## src/hdl/bfs_pkg.sv

```systemverilog
// shared types and constants for the blend fade sequencer
// register map, channel payload structs and parameter defaults
// no dependencies
package bfs_pkg;

  localparam int TIME_WIDTH_DEF    = 32;
  localparam int FRACTION_BITS_DEF = 16;

  localparam int NOW_W    = 32;
  localparam int LEVEL_W  = 5;
  localparam int MASK_W   = 14;
  localparam int NUM_REGS = 8;
  localparam int CFG_AW   = $clog2(NUM_REGS) + 2;
  localparam int CFG_DW   = 32;

  localparam logic [LEVEL_W-1:0] LEVEL_MAX = LEVEL_W'(16);

  typedef enum logic [1:0] {
    OP_TICK  = 2'd0,
    OP_START = 2'd1,
    OP_STOP  = 2'd2,
    OP_RSVD  = 2'd3
  } opcode_t;

  typedef enum logic [1:0] {
    MODE_NONE     = 2'd0,
    MODE_COEF     = 2'd1,
    MODE_BRIGHTEN = 2'd2,
    MODE_DARKEN   = 2'd3
  } blend_mode_t;

  typedef enum logic [1:0] {
    DIR_TO          = 2'd0,
    DIR_FROM        = 2'd1,
    DIR_TO_BACK     = 2'd2,
    DIR_FROM_BACK   = 2'd3
  } direction_t;

  typedef enum logic [2:0] {
    REG_FROM_FIRST  = 3'd0,
    REG_TO_FIRST    = 3'd1,
    REG_FROM_SECOND = 3'd2,
    REG_TO_SECOND   = 3'd3,
    REG_DURATION    = 3'd4,
    REG_MODE        = 3'd5,
    REG_DIRECTION   = 3'd6,
    REG_TARGETS     = 3'd7
  } reg_idx_t;

  typedef struct packed {
    logic [1:0]       opcode;
    logic [NOW_W-1:0] now_time;
  } in_t;

  typedef struct packed {
    logic [MASK_W-1:0]  enabled_targets;
    logic [1:0]         active_mode;
    logic [LEVEL_W-1:0] alpha_first;
    logic [LEVEL_W-1:0] alpha_second;
    logic [LEVEL_W-1:0] brightness;
    logic               last_result;
  } out_t;

  typedef struct packed {
    logic [LEVEL_W-1:0] from_level_first;
    logic [LEVEL_W-1:0] to_level_first;
    logic [LEVEL_W-1:0] from_level_second;
    logic [LEVEL_W-1:0] to_level_second;
    logic [NOW_W-1:0]   fade_duration;
    logic [1:0]         blend_mode;
    logic [1:0]         start_direction;
    logic [MASK_W-1:0]  target_mask;
  } cfg_t;

endpackage

```

## src/hdl/bfs_regs.sv

```systemverilog
// configuration register bank of the blend fade sequencer
// apb-style write and read, depends on bfs_pkg
module bfs_regs import bfs_pkg::*; (
  input  logic              clk,
  input  logic              rst_n,
  input  logic              psel,
  input  logic              penable,
  input  logic              pwrite,
  input  logic [CFG_AW-1:0] paddr,
  input  logic [CFG_DW-1:0] pwdata,
  output logic [CFG_DW-1:0] prdata,
  output logic              pready,
  output cfg_t              cfg
);

  cfg_t     cfg_r, cfg_nxt;
  reg_idx_t idx;
  logic     wr_en;

  assign pready = 1'b1;
  assign idx    = reg_idx_t'(paddr[CFG_AW-1:2]);
  assign wr_en  = psel & penable & pwrite;
  assign cfg    = cfg_r;

  always_comb begin
    cfg_nxt = cfg_r;
    if (wr_en) begin
      case (idx)
        REG_FROM_FIRST:  cfg_nxt.from_level_first  = pwdata[LEVEL_W-1:0];
        REG_TO_FIRST:    cfg_nxt.to_level_first    = pwdata[LEVEL_W-1:0];
        REG_FROM_SECOND: cfg_nxt.from_level_second = pwdata[LEVEL_W-1:0];
        REG_TO_SECOND:   cfg_nxt.to_level_second   = pwdata[LEVEL_W-1:0];
        REG_DURATION:    cfg_nxt.fade_duration     = pwdata[NOW_W-1:0];
        REG_MODE:        cfg_nxt.blend_mode        = pwdata[1:0];
        REG_DIRECTION:   cfg_nxt.start_direction   = pwdata[1:0];
        REG_TARGETS:     cfg_nxt.target_mask       = pwdata[MASK_W-1:0];
        default:         cfg_nxt = cfg_r;
      endcase
    end
  end

  always_comb begin
    case (idx)
      REG_FROM_FIRST:  prdata = CFG_DW'(cfg_r.from_level_first);
      REG_TO_FIRST:    prdata = CFG_DW'(cfg_r.to_level_first);
      REG_FROM_SECOND: prdata = CFG_DW'(cfg_r.from_level_second);
      REG_TO_SECOND:   prdata = CFG_DW'(cfg_r.to_level_second);
      REG_DURATION:    prdata = CFG_DW'(cfg_r.fade_duration);
      REG_MODE:        prdata = CFG_DW'(cfg_r.blend_mode);
      REG_DIRECTION:   prdata = CFG_DW'(cfg_r.start_direction);
      REG_TARGETS:     prdata = CFG_DW'(cfg_r.target_mask);
      default:         prdata = '0;
    endcase
  end

  always_ff @(posedge clk) begin
    if (!rst_n) begin
      cfg_r.from_level_first  <= '0;
      cfg_r.to_level_first    <= LEVEL_MAX;
      cfg_r.from_level_second <= '0;
      cfg_r.to_level_second   <= LEVEL_MAX;
      cfg_r.fade_duration     <= NOW_W'(65536);
      cfg_r.blend_mode        <= MODE_NONE;
      cfg_r.start_direction   <= DIR_TO;
      cfg_r.target_mask       <= '0;
    end else begin
      cfg_r <= cfg_nxt;
    end
  end

endmodule

```

## src/hdl/blend_fade_sequencer_top.sv

```systemverilog
// top level of the blend fade sequencer: fraction divider, level interpolation
// and result sequencing; depends on bfs_pkg and bfs_regs
//
//  port group   direction  handshake          payload
//  in_*         input      in_valid/in_stall  in_t (opcode, now_time)
//  out_*        output     out_valid/out_stall out_t (blend control result)
//  psel..pready config     apb-style, pready=1 cfg_t registers
//
// a tick while armed passes S_SUB, then S_DIV while the fade runs (skipped once
// the time is used up), then S_LVL1, S_LVL2 and S_EMIT, plus S_CLEAR for the
// cleared result at the end of a plain fade; the shared add/compare unit produces
// one quotient bit per cycle and the one multiplier serves both levels
// start items are taken in idle, stop items pass through S_CLEAR; unused opcodes are dropped
// in_stall is high while a tick or stop is in work and while a result waits
// for a full output register; reset clears sequencer state and disarms
module blend_fade_sequencer_top import bfs_pkg::*; #(
  parameter int TIME_WIDTH    = TIME_WIDTH_DEF,
  parameter int FRACTION_BITS = FRACTION_BITS_DEF
) (
  input  logic              clk,
  input  logic              rst_n,
  input  logic              in_valid,
  output logic              in_stall,
  input  in_t               in_data,
  output logic              out_valid,
  input  logic              out_stall,
  output out_t              out_data,
  input  logic              psel,
  input  logic              penable,
  input  logic              pwrite,
  input  logic [CFG_AW-1:0] paddr,
  input  logic [CFG_DW-1:0] pwdata,
  output logic [CFG_DW-1:0] prdata,
  output logic              pready
);

  localparam int TW   = TIME_WIDTH;
  localparam int FW   = FRACTION_BITS;
  localparam int CNTW = $clog2(FW + 1);
  localparam int VW   = FW + 8;

  typedef enum logic [2:0] {
    S_IDLE, S_SUB, S_DIV, S_LVL1, S_LVL2, S_EMIT, S_CLEAR
  } state_t;

  cfg_t cfg;

  bfs_regs u_regs (
    .clk     (clk),
    .rst_n   (rst_n),
    .psel    (psel),
    .penable (penable),
    .pwrite  (pwrite),
    .paddr   (paddr),
    .pwdata  (pwdata),
    .prdata  (prdata),
    .pready  (pready),
    .cfg     (cfg)
  );

  state_t             state_r, state_nxt;
  logic               armed_r, armed_nxt;
  logic [1:0]         dir_r, dir_nxt;
  logic [TW-1:0]      start_r, start_nxt;
  logic [TW-1:0]      now_r, now_nxt;
  logic [TW-1:0]      rem_r, rem_nxt;
  logic [FW:0]        q_r, q_nxt;
  logic [CNTW-1:0]    cnt_r, cnt_nxt;
  logic               done_r, done_nxt;
  logic [LEVEL_W-1:0] lvl1_r, lvl1_nxt, lvl2_r, lvl2_nxt;
  logic               out_valid_r, out_valid_nxt;
  out_t               out_data_r, out_data_nxt;

  logic               accept, slot_free, plain_end;
  logic [TW-1:0]      dur_tw, elapsed;
  logic [TW:0]        rem2;
  logic               ge;
  logic [LEVEL_W-1:0] from_sel, to_sel, lvl_calc;
  logic signed [VW-1:0] diff_s, t_s, prod_s, base_s, v_s;
  logic [7:0]         v_int;
  logic [LEVEL_W-1:0] lvl_clamp;
  out_t               res_val, res_clear;

  assign in_stall  = (state_r != S_IDLE);
  assign accept    = in_valid & ~in_stall;
  assign slot_free = ~out_valid_r | ~out_stall;
  assign out_valid = out_valid_r;
  assign out_data  = out_data_r;
  assign dur_tw    = TW'(cfg.fade_duration);
  assign plain_end = done_r & ~dir_r[1];

  // shared add/compare: elapsed time in S_SUB, one quotient bit per cycle in S_DIV
  assign elapsed = now_r - start_r;
  assign rem2    = {rem_r, 1'b0};
  assign ge      = (rem2 >= {1'b0, dur_tw});

  // shared interpolation: from + t*(to-from), clamped to the level range, mirrored for from directions
  always_comb begin
    from_sel  = (state_r == S_LVL2) ? cfg.from_level_second : cfg.from_level_first;
    to_sel    = (state_r == S_LVL2) ? cfg.to_level_second : cfg.to_level_first;
    diff_s    = $signed(VW'(to_sel)) - $signed(VW'(from_sel));
    t_s       = $signed(VW'(q_r));
    prod_s    = VW'(t_s * diff_s);
    base_s    = $signed(VW'(from_sel) << FW);
    v_s       = base_s + prod_s;
    v_int     = v_s[FW+7:FW];
    if (v_s < 0) begin
      lvl_clamp = '0;
    end else if (v_int > 8'(LEVEL_MAX)) begin
      lvl_clamp = LEVEL_MAX;
    end else begin
      lvl_clamp = v_int[LEVEL_W-1:0];
    end
    lvl_calc  = dir_r[0] ? (LEVEL_MAX - lvl_clamp) : lvl_clamp;
  end

  always_comb begin
    res_val                 = '0;
    res_val.enabled_targets = cfg.target_mask;
    res_val.active_mode     = cfg.blend_mode;
    if (cfg.blend_mode == MODE_COEF) begin
      res_val.alpha_first  = lvl1_r;
      res_val.alpha_second = lvl2_r;
    end else begin
      res_val.brightness = lvl1_r;
    end
    res_val.last_result     = ~plain_end;
    res_clear               = '0;
    res_clear.last_result   = 1'b1;
  end

  always_comb begin
    state_nxt     = state_r;
    armed_nxt     = armed_r;
    dir_nxt       = dir_r;
    start_nxt     = start_r;
    now_nxt       = now_r;
    rem_nxt       = rem_r;
    q_nxt         = q_r;
    cnt_nxt       = cnt_r;
    done_nxt      = done_r;
    lvl1_nxt      = lvl1_r;
    lvl2_nxt      = lvl2_r;
    out_valid_nxt = out_valid_r & out_stall;
    out_data_nxt  = out_data_r;
    case (state_r)
      S_IDLE: begin
        if (accept) begin
          case (opcode_t'(in_data.opcode))
            OP_START: begin
              start_nxt = TW'(in_data.now_time);
              dir_nxt   = cfg.start_direction;
              armed_nxt = 1'b1;
            end
            OP_STOP: begin
              armed_nxt = 1'b0;
              state_nxt = S_CLEAR;
            end
            OP_TICK: begin
              if (armed_r) begin
                now_nxt   = TW'(in_data.now_time);
                state_nxt = S_SUB;
              end
            end
            default: state_nxt = S_IDLE;
          endcase
        end
      end
      S_SUB: begin
        done_nxt = (elapsed >= dur_tw);
        rem_nxt  = elapsed;
        cnt_nxt  = '0;
        if (elapsed >= dur_tw) begin
          q_nxt     = (FW+1)'(1) << FW;
          state_nxt = S_LVL1;
        end else begin
          q_nxt     = '0;
          state_nxt = S_DIV;
        end
      end
      S_DIV: begin
        // rem stays below the duration, so the doubled value minus it fits
        rem_nxt = ge ? TW'(rem2 - {1'b0, dur_tw}) : rem2[TW-1:0];
        q_nxt   = {q_r[FW-1:0], ge};
        cnt_nxt = cnt_r + 1'b1;
        if (cnt_r == CNTW'(FW - 1)) begin
          state_nxt = S_LVL1;
        end
      end
      S_LVL1: begin
        lvl1_nxt  = lvl_calc;
        state_nxt = S_LVL2;
      end
      S_LVL2: begin
        lvl2_nxt  = lvl_calc;
        state_nxt = S_EMIT;
      end
      S_EMIT: begin
        if (slot_free) begin
          out_valid_nxt = 1'b1;
          out_data_nxt  = res_val;
          if (plain_end) begin
            armed_nxt = 1'b0;
            state_nxt = S_CLEAR;
          end else begin
            if (done_r) begin
              // back-and-forth: turn into the plain opposite fade and restart from this tick
              dir_nxt   = (dir_r == DIR_TO_BACK) ? DIR_FROM : DIR_TO;
              start_nxt = now_r;
            end
            state_nxt = S_IDLE;
          end
        end
      end
      S_CLEAR: begin
        if (slot_free) begin
          out_valid_nxt = 1'b1;
          out_data_nxt  = res_clear;
          state_nxt     = S_IDLE;
        end
      end
      default: state_nxt = S_IDLE;
    endcase
  end

  always_ff @(posedge clk) begin
    if (!rst_n) begin
      state_r     <= S_IDLE;
      armed_r     <= 1'b0;
      dir_r       <= DIR_TO;
      start_r     <= '0;
      out_valid_r <= 1'b0;
    end else begin
      state_r     <= state_nxt;
      armed_r     <= armed_nxt;
      dir_r       <= dir_nxt;
      start_r     <= start_nxt;
      out_valid_r <= out_valid_nxt;
    end
    now_r      <= now_nxt;
    rem_r      <= rem_nxt;
    q_r        <= q_nxt;
    cnt_r      <= cnt_nxt;
    done_r     <= done_nxt;
    lvl1_r     <= lvl1_nxt;
    lvl2_r     <= lvl2_nxt;
    out_data_r <= out_data_nxt;
  end

endmodule

```

## config.mk

```make
export PLATFORM = sky130hd
export DESIGN_NAME = blend_fade_sequencer_top
export DESIGN_NICKNAME = d
export VERILOG_FILES = /design/src/hdl/bfs_pkg.sv /design/src/hdl/bfs_regs.sv /design/src/hdl/blend_fade_sequencer_top.sv
export SDC_FILE = /design/constraint.sdc
export NUM_CORES = 1
export LEC_CHECK = 0
export ABC_AREA = 1
export BUFFER_PORTS_ARGS = -buffer_cell sky130_fd_sc_hd__buf_2
export CORE_AREA = 2 2 220 222
export DETAILED_ROUTE_END_ITERATION = 10
export DIE_AREA = 0 0 222 224
export PLACE_DENSITY = 0.65
export SETUP_SLACK_MARGIN = 0.2
export SYNTH_ARGS = -nofsm -noshare
export SYNTH_HDL_FRONTEND = slang
export SYNTH_HIERARCHICAL = 1
export SYNTH_SLANG_ARGS = --single-unit
```

## constraint.sdc

```tcl
create_clock -name clk -period 9.5 [get_ports clk]
set_input_delay 0.95 -clock clk [delete_from_list [all_inputs] [get_ports clk]]
set_output_delay 0.95 -clock clk [all_outputs]
set_load 0.005 [all_outputs]
```

; ---- After elaboration in Yosys (flattened, before gate mapping)
; Cells that the tools add are included.
[totals]
regBits = 238
in_bits = 78
out_inout_bits = 67
elab_cells = 143
[classes]
addsub = 6
multipliers = 1
order_cmp = 4
n_eq_ne = 29
muxes = 45
bitwise_logic = 11
n_reduce_logical = 21
[ops]
columns = op, n
row1 = $mux W32, 8
row2 = $pmux W32 S8, 1
row3 = $pmux W32 S2, 3
row4 = $sub A32 B32 Y32, 2
row5 = $pmux W17 S2, 1
row6 = $ge A33 B32 Y1, 1
row7 = $ge A32 B32 Y1, 1
row8 = $mux W5, 6
row9 = $add A22 B24 Y24, 1
row10 = $lt A24 B1 Y1 const B, 1
row11 = $mul A18 B6 Y24, 1
row12 = $eq A3 B3 Y1 const B, 7
row13 = $pmux W3 S7, 1
row14 = $mux W3, 6
row15 = $mux W17, 1
row16 = $ne A2 B2 Y1 const B, 8
row17 = $reduce_and A2 Y1, 8
row18 = $eq A3 B2 Y1 const B, 4
row19 = $reduce_and A6 Y1, 2
row20 = $mux W10, 1
row21 = $mux W2, 5
row22 = $pmux W5 S2, 1
row23 = $pmux W3 S3, 1
row24 = $gt A8 B5 Y1 const B, 1
row25 = other kinds (24), 45

; ---- Longest topological paths before layout
; Gate-level depths: netlist (run 1).
[logic_depth]
depth_word = 10
ltp_mapped = 43
mapped_depth_nobuf = 42

; ---- Modules after synthesis
; Netlist (run 1), hierarchy kept.
[by_module_without_submodules]
columns = mod, n_inst, cells_per_inst, area_per_inst_um2
row1 = blend_fade_sequencer_top, 1, 2006, 15513.6
row2 = bfs_regs, 1, 449, 3235.6

; ---- Worst setup path before layout (run 1)
; Ideal clock, no wire load.
[synth_timing]
path_type = register to register
start = reg state_r[2]
end = reg lvl1_r[4] (data pin)
setup_ns = 0.259
arrival_time_ns = 7.138
t_required_ns = 9.241
slack_ns = 2.103
path_stages_with_launch = 40
period_less_slack_ns = 7.397
cell_sequence = dfxtp_1 inv_2 nor2_1 buf_1 mux2i_1 ha_1 nand2_1 o211a_1 or2_2 nand2_1 a21oi_1 inv_1 buf_1 nor2_1 fa_1 inv_1 fa_1 inv_1 [... 4 more ...] ha_1 nand2_1 nor2_1 nand2_1 nor2_1 nand2_1 nand4_1 nand2_1 inv_1 nand2_1 nor2_4 a21boi_2 nand2_1 ha_1 nand2_1 nor2_1 nor2_1 nor2_1
[synth_between]
elab_chain_len = 10
word_cells_on_any_way = 12
cone_classes = add/sub: 3 / mul: 1 / order compare: 2 / eq/ne: 1 / mux: 5
[synth_rtl]
columns = item, line_no
row1 = start: declaration, blend_fade_sequencer_top.sv:61  ; state_t state_r, state_nxt;
row2 = start signal: assignment, blend_fade_sequencer_top.sv:234  ; state_r <= state_nxt;
row3 = $eq A3 B3 Y1 *, "blend_fade_sequencer_top.sv:99, blend_fade_sequencer_top.sv:100"
row4 = $mux W5 (on tied branches), "blend_fade_sequencer_top.sv:100, blend_fade_sequencer_top.sv:99"
row5 = $sub A5 B5 Y6, blend_fade_sequencer_top.sv:101  ; diff_s = $signed(VW'(to_sel)) - $signed(VW'(from_sel));
row6 = $mul A18 B6 Y24, blend_fade_sequencer_top.sv:103  ; prod_s = VW'(t_s * diff_s);
row7 = $add A22 B24 Y24 *, blend_fade_sequencer_top.sv:105  ; v_s = base_s + prod_s;
row8 = "parallel branches: the longest is 2 deep, another holds $lt A24 B1 Y1", -
row9 = $mux W5 *, blend_fade_sequencer_top.sv:107  ; if (v_s < 0) begin
row10 = $sub A5 B5 Y5, blend_fade_sequencer_top.sv:114  ; lvl_calc = dir_r[0] ? (LEVEL_MAX - lvl_clamp) : lvl_clamp;
row11 = $mux W5 *, blend_fade_sequencer_top.sv:114
row12 = net lvl_calc[4], blend_fade_sequencer_top.sv:78  ; logic [LEVEL_W-1:0] from_sel, to_sel, lvl_calc;
row13 = end signal: assignment, blend_fade_sequencer_top.sv:245  ; lvl1_r <= lvl1_nxt;
row14 = end: declaration, blend_fade_sequencer_top.sv:70  ; logic [LEVEL_W-1:0] lvl1_r, lvl1_nxt, lvl2_r, lvl2_nxt;
; Mark *: on every way through the listed nets, which the timed path passes.
; A chain may end at the register's enable or synchronous reset.

; ---- Final worst setup path (run 1)
[layout_timing]
start = reg state_r[2]
end = reg lvl2_r[4] (data pin)
[layout_between]
elab_chain_len = 10
word_cells_on_any_way = 12
cone_classes = add/sub: 3 / mul: 1 / order compare: 2 / eq/ne: 1 / mux: 5
[layout_rtl]
columns = item, line_no
row1 = $eq A3 B3 Y1 *, "blend_fade_sequencer_top.sv:99, blend_fade_sequencer_top.sv:100"
row2 = $mux W5 (on tied branches), "blend_fade_sequencer_top.sv:100, blend_fade_sequencer_top.sv:99"
row3 = $sub A5 B5 Y6, blend_fade_sequencer_top.sv:101
row4 = $mul A18 B6 Y24, blend_fade_sequencer_top.sv:103
row5 = $add A22 B24 Y24 *, blend_fade_sequencer_top.sv:105
row6 = "parallel branches: the longest is 2 deep, another holds $lt A24 B1 Y1", -
row7 = $mux W5 *, blend_fade_sequencer_top.sv:107
row8 = $sub A5 B5 Y5, blend_fade_sequencer_top.sv:114
row9 = $mux W5 *, blend_fade_sequencer_top.sv:114
row10 = net lvl_calc[4], blend_fade_sequencer_top.sv:78
row11 = end signal: assignment, blend_fade_sequencer_top.sv:246  ; lvl2_r <= lvl2_nxt;
row12 = end: declaration, blend_fade_sequencer_top.sv:70
; Marked as above.

==> flow_summary.toml, run 1 <==
[synth]
async_flop_share_pct = 0
synth_mux_area_share_pct = 0.2135
netlist_top_cells_area = "edfxtp_1 21%, dfxtp_1 12%, nand2_1 9.9%, ha_1 9.8%, nor2_1 7.8%"
synth-edff-count = 129
syn_area_um2 = 18750
synth_top_area_cell = "edfxtp_1"
synth_top_family_by_area = "simple AND/OR/NAND/NOR gates"
yosys.area_share.simple_pct = 24.88
synth_nets = 2748
synthFlopType = "edfxtp_1"
ys_warn_count = 6
synth-seq-cells = 238
yosysSeqAreaShare_pct = 32.30
synth_fa_ha_area_share_pct = 17.07
synth_xor_area_share_pct = 2.663
yosysUniqueCellTypes = 66
synth_compound_area_share_pct = 12.79
synth_cells = 2455
synth_top_area_share_pct = 20.66
syn_area_per_cell_um2 = 7.637

[timing]
tns_ns = 0
setup_viol = 0
whs_ns = 0.4974
max_freq_ghz = 0.1194
tightest_slew_ns = 1.021
period_needed_ns = 8.374
setup_slack_ns = 1.126
drv_slew = 0
fin_crit_sh_pct = 88.15
skew_ns = 0.02715
rsz0062_at_grt = "no"
relSlewSlack_pct = 30.98
hold_viol_final = 0

[placement]
post_dp_cell_area_um2 = 19880
port_buffers = 141
gp_congestion = 0.9251
placedCellCount = 3154
dp_hpwl_mm = 38.88
pre_cts_ws_ns = 1.196

[clock_tree]
htreeDepth = 1
cts_root_buf = "clkbuf_16"
cts_tree = "built"
post_cts_buffers = 0
cts_resized = 0
clock_sinks = 238
clk_latency_ns = 0.58
clk_path_buf_depth = 3
clkSlewWorstSetupHoldPaths_ns = 0.06
numCtsBuffers = 28
cts_hold_buf = 0

[setup_path]
start_kind = "flip-flop"
cp.required_ns = 9.82
cp.arrival_ns = 8.69
worstPathMaxFanout = 14
cpMostUsedCell = "nand2_1"
end_kind = "flip-flop"
cp_slowest_cell = "a21oi_1"
crit_type = "reg -> reg"
slowest_delay_ns = 0.56
r2r_cells = 37

[power_and_ir_drop]
total_power_mw = 4.261
p_per_area_nw_per_um2 = 203.7
peakVddDrop_mv = 0.1519
leakage_nw = 9.462

[worst_hold_path]
worst_hold_path_type = "reg -> reg"
hold_depth = 2

[floorplan]
dieArea_um2 = 49730
die_h_um = 224
coreArea_um2 = 47350
start_util_pct = 39.60
rows = 80
ios = 145
die-width_um = 222

[cells_and_area]
drive_gt1_share_pct = 11.85
final_area_um2 = 20920
nFillCells = 4814
syn_to_final_growth_pct = 11.56
final_util_pct = 44.18
final_cells = 3207
nets = 2862

[route]
num_vias = 16451
wl_met1_mm = 22.88
drtPass1Iterations = 5
drc = 0
via_per_inst = 5.130
drtIter0Drc = 1125
antenna_left = 0
routedWlPerCell_um = 15.69
drt_wl_total_mm = 50.33
met2_length_mm = 23.88
top_layer_used = "met4"
routed-wl-met3_mm = 2.118

[grt]
grt-ovfl-total = 0
grt_max_degree = 106
antenna_found_initial = 2
grt_pass1_vias = 16434
grt_pass1_wl_mm = 82.23
grt.total_usage_pct = 20.06

[status]
run_status = "completed"

[flow_run]
maxCapViolations = 0
==> layout make-up <==
| type | instances | area [um^2] | share of cell area [%] |
|---|---|---|---|
| clock inverters | 17 | 201.4 | 0.9631 |
| flip-flops and latches | 238 | 6056 | 28.95 |
| repair buffers | 149 | 765.7 | 3.661 |
| clock buffers | 35 | 830.8 | 3.972 |
| multi-input cells | 1764 | 10820 | 51.74 |
| diodes | 1 | 2.502 | 0.01196 |
| well taps | 615 | 769.5 | 3.679 |
| inverters | 388 | 1468 | 7.017 |
==> cell families (layout without fill, tap and decap cells) <==
group | Yosys count | after routing
AND/OR/NAND/NOR | 1096 | 1096
adder cells (fa/ha/maj) | 215 | 215
other | 1 | 2
multiplexers | 4 | 4
flip-flops | 238 | 238
buffers and inverters | 453 | 589
XOR/XNOR | 57 | 57
AO/OA/AOI/OAI | 391 | 391
==> power by group <==
part | total [mW] | internal [mW] | switching, mW | leakage, nW
registers | 1.29 | 1.23 | 0.0600 | 2.03
logic | 1.79 | 0.624 | 1.17 | 6.93
clock network | 1.18 | 0.708 | 0.475 | 0.506
==> routing by layer <==
layer  global-route usage (%)  vias up
li1                         -     8187
met1                    25.71     7789
met2                    35.36      392
met3                    2.348       83
met4                    6.234        0
met5                        0        -
==> Yosys cell counts (5+ instances only) <==
| master | number |
|---|---|
| a21oi_2 | 5 |
| buf_6 | 9 |
| nor2_4 | 6 |
| o21bai_1 | 17 |
| o211ai_2 | 19 |
| a21oi_1 | 89 |
| buf_4 | 5 |
| inv_2 | 9 |
| xor2_1 | 36 |
| nand4_1 | 25 |
| nand3b_1 | 5 |
| a31oi_1 | 46 |
| dfxtp_1 | 109 |
| a21o_1 | 13 |
| edfxtp_1 | 129 |
| o21ai_1 | 19 |
| inv_1 | 375 |
| clkbuf_1 | 32 |
| a22o_1 | 9 |
| nor3_1 | 38 |
| or2_1 | 6 |
| xnor2_1 | 21 |
| nor2_1 | 390 |
| ha_1 | 147 |
| nand2_2 | 26 |
| fa_1 | 68 |
| nand3_2 | 8 |
| nand2_1 | 496 |
| buf_2 | 10 |
| o21ai_0 | 145 |
| nand3_1 | 67 |
| nor2_2 | 5 |
==> layout by cell type (no fill, tap or decap), types with 25 or more instances in the layout <==
master and n:
buf_2 141, nor3_1 38, nand3_1 67, fa_1 68, nand2_2 26, a21oi_1 89, edfxtp_1 129, dfxtp_1 109
o21ai_0 144, a31oi_1 46, ha_1 147, nand2_1 496, nor2_1 388, clkbuf_16 31, nand4_1 25, xor2_1 36
inv_1 375
==> worst max-delay path, delay by kind of cell (launching register included) <==
kind / cells / cell delay, ns
compound gates: 4 / 1.41
simple gates: 19 / 2.11
buf+inv: 7 / 1.16
flops: 1 / 0.54
fa+ha+maj: 7 / 2.86
==> final timing paths <==
path	start	endpoint	slack (ns)
setup / recovery	state_r[2]	lvl2_r[4]	1.13
hold / removal	u_regs/cfg[34]	u_regs/cfg[34]	0.50
setup reg to reg	state_r[2]	lvl2_r[4]	1.13
hold reg to reg	u_regs/cfg[34]	u_regs/cfg[34]	0.50
==> sequential cells by signal, summed over array words and instances (netlist names), 2 cells and up <==
register and count:
lvl1_r 5, out_data 32, lvl2_r 5, now_r 32, rem_r 32, state_r 3
start_r 32, dir_r 2, q_r 17, cnt_r 5, u_regs/cfg 70
No activity file was read; power rests on OpenSTA's default activity.
==> run 2: changes to the inputs <==
==> constraint.sdc (replaced) <==
create_clock -name clk -period 9.5 [get_ports clk]
set_input_delay 0.475 -clock clk [delete_from_list [all_inputs] [get_ports clk]]
set_output_delay 0.475 -clock clk [all_outputs]
set_load 0.005 [all_outputs]
==> run 2 against run 1 <==
  * Sequential cell count did not move
  * Die area did not move
  * Sequential share of layout area rose by 0.23 points
  * Fmax rose by 0.17%
  * Largest power group unchanged
  * Critical path depth rose by 1
  * Critical endpoint unchanged
  * Via count rose by 0.29%
  * Worst setup slack improved by 0.014 ns
  * Global-route usage fell by 0.057 points
  * First-iteration DRC count rose by 2.4%
==> flow_summary.toml, run 2 (same netlist as run 1, synthesis figures left out) <==
[route]
drtIter0Drc = 1152
via_per_inst = 5.143
routedWlPerCell_um = 15.54
drtPass1Iterations = 8
antenna_left = 0
drt_wl_total_mm = 49.87
drc = 0
num_vias = 16499

[cells_and_area]
final_area_um2 = 20750
final_common_cell = "nand2_1"
nets = 2863
syn_to_final_growth_pct = 10.67
diodes = 0
layout_common_cells = "496 x nand2_1, 388 x nor2_1, 375 x inv_1"
drive_gt1_share_pct = 11.61
largest_reg_flops = 70

[clock_tree]
clk_latency_ns = 0.57
cts_tree = "built"
clock_sinks = 238
clkSlewWorstSetupHoldPaths_ns = 0.06
cts_root_buf = "clkbuf_16"
numCtsBuffers = 29
clk_path_buf_depth = 3
cts_hold_buf = 0
cts_resized = 0
post_cts_buffers = 0
htreeDepth = 1

[power_and_ir_drop]
total_power_mw = 4.098
leakage_nw = 9.383
p_per_area_nw_per_um2 = 197.5
peakVddDrop_mv = 0.1456

[timing]
tns_ns = 0
setup_viol = 0
drv_slew = 0
rsz0062_at_grt = "no"
period_needed_ns = 8.360
relSlewSlack_pct = 25.64
max_freq_ghz = 0.1196
skew_ns = 0.01736
whs_ns = 0.09986
hold_viol_final = 0
tightest_slew_ns = 1.100
fin_crit_sh_pct = 88.00

[setup_path]
cp_slowest_cell = "fa_1"
worstPathMaxFanout = 14
cp.required_ns = 9.80
cpMostUsedCell = "nand2_1"
cp.arrival_ns = 8.66
end_kind = "flip-flop"
start_kind = "flip-flop"
slowest_delay_ns = 0.55
crit_type = "reg -> reg"

[status]
run_status = "completed"

[floorplan]
coreArea_um2 = 47350
die_h_um = 224
start_util_pct = 39.60
ios = 145
rows = 80
dieArea_um2 = 49730
die-width_um = 222

[placement]
dp_hpwl_mm = 38.54
port_buffers = 141
post_dp_cell_area_um2 = 19880
gp_congestion = 0.9400

[flow_run]
maxCapViolations = 0

[grt]
antenna_found_initial = 0
grt_pass1_vias = 16667
grt-ovfl-total = 0
grt_pass1_wl_mm = 82.46
grt.total_usage_pct = 20.01
grt_max_degree = 106

[worst_hold_path]
worst_hold_path_type = "in -> reg"
## run 2: cell count changes in the layout (fill, tap and decap cells not counted), sizes merged
| cell | previous run | this run |
|---|---|---|
| bufinv | 3 | 0 |
| clkbuf | 35 | 36 |
| clkinv | 9 | 15 |
| diode | 1 | 0 |
| inv | 391 | 389 |
## run 2: per-layer routing
metal | up-vias | GRT usage, % | share of wire, %
met4 | 0 | 6.626 | 3.2
li1 | 8181 | - | -
met2 | 437 | 34.91 | 47
met1 | 7793 | 26.01 | 45
met5 | - | 0 | 0
met3 | 88 | 1.967 | 4.8
## run 2: path summary, 6_finish.rpt
path	startpoint	cells past startpoint	endpoint	slack [ns]
max	state_r[2]	38	lvl2_r[4]	1.14
min	in_data[18]	1	now_r[18]	0.1
max reg2reg	state_r[2]	38	lvl2_r[4]	1.14
min reg2reg	u_regs/cfg[54]	2	u_regs/cfg[54]	0.50
## run 2: through the flow
step                      setup slack, ns  util (%)  instances
after CTS                           1.129     43.83       3208
after global routing               0.3281     43.83       3208
after global placement              1.306     41.99       3154
after detailed placement            1.158     41.99       3154
final                               1.140     43.83       3208
after floorplan                     2.103         -       2455
## run 2: layout make-up
| class | count | area (um^2) |
|---|---|---|
| fillers | 4787 | 26600 |
| multi-input cells | 1764 | 10820 |
| flip-flops and latches | 238 | 6056 |
| inverters | 388 | 1468 |
| well taps | 615 | 769.5 |
| repair buffers | 149 | 765.7 |
| clock buffers | 36 | 752.0 |
| clock inverters | 18 | 116.4 |
## run 2: report_power, final
part | internal [mW] | leakage (nW) | switching, mW | total [mW]
Sequential | 1.23 | 2.03 | 0.0581 | 1.28
Clock | 0.566 | 0.426 | 0.458 | 1.02
Combinational | 0.625 | 6.93 | 1.17 | 1.79
Total | 2.42 | 9.38 | 1.68 | 4.10
## run 2: worst max-delay path, delay by kind of cell (launching register included)
| family | cells | cell delay (ns) |
|---|---|---|
| adder cells (fa/ha/maj) | 7 | 2.91 |
| AND/OR/NAND/NOR | 16 | 1.67 |
| AO/OA/AOI/OAI | 6 | 1.63 |
| buffers and inverters | 9 | 1.35 |
| flip-flops | 1 | 0.52 |
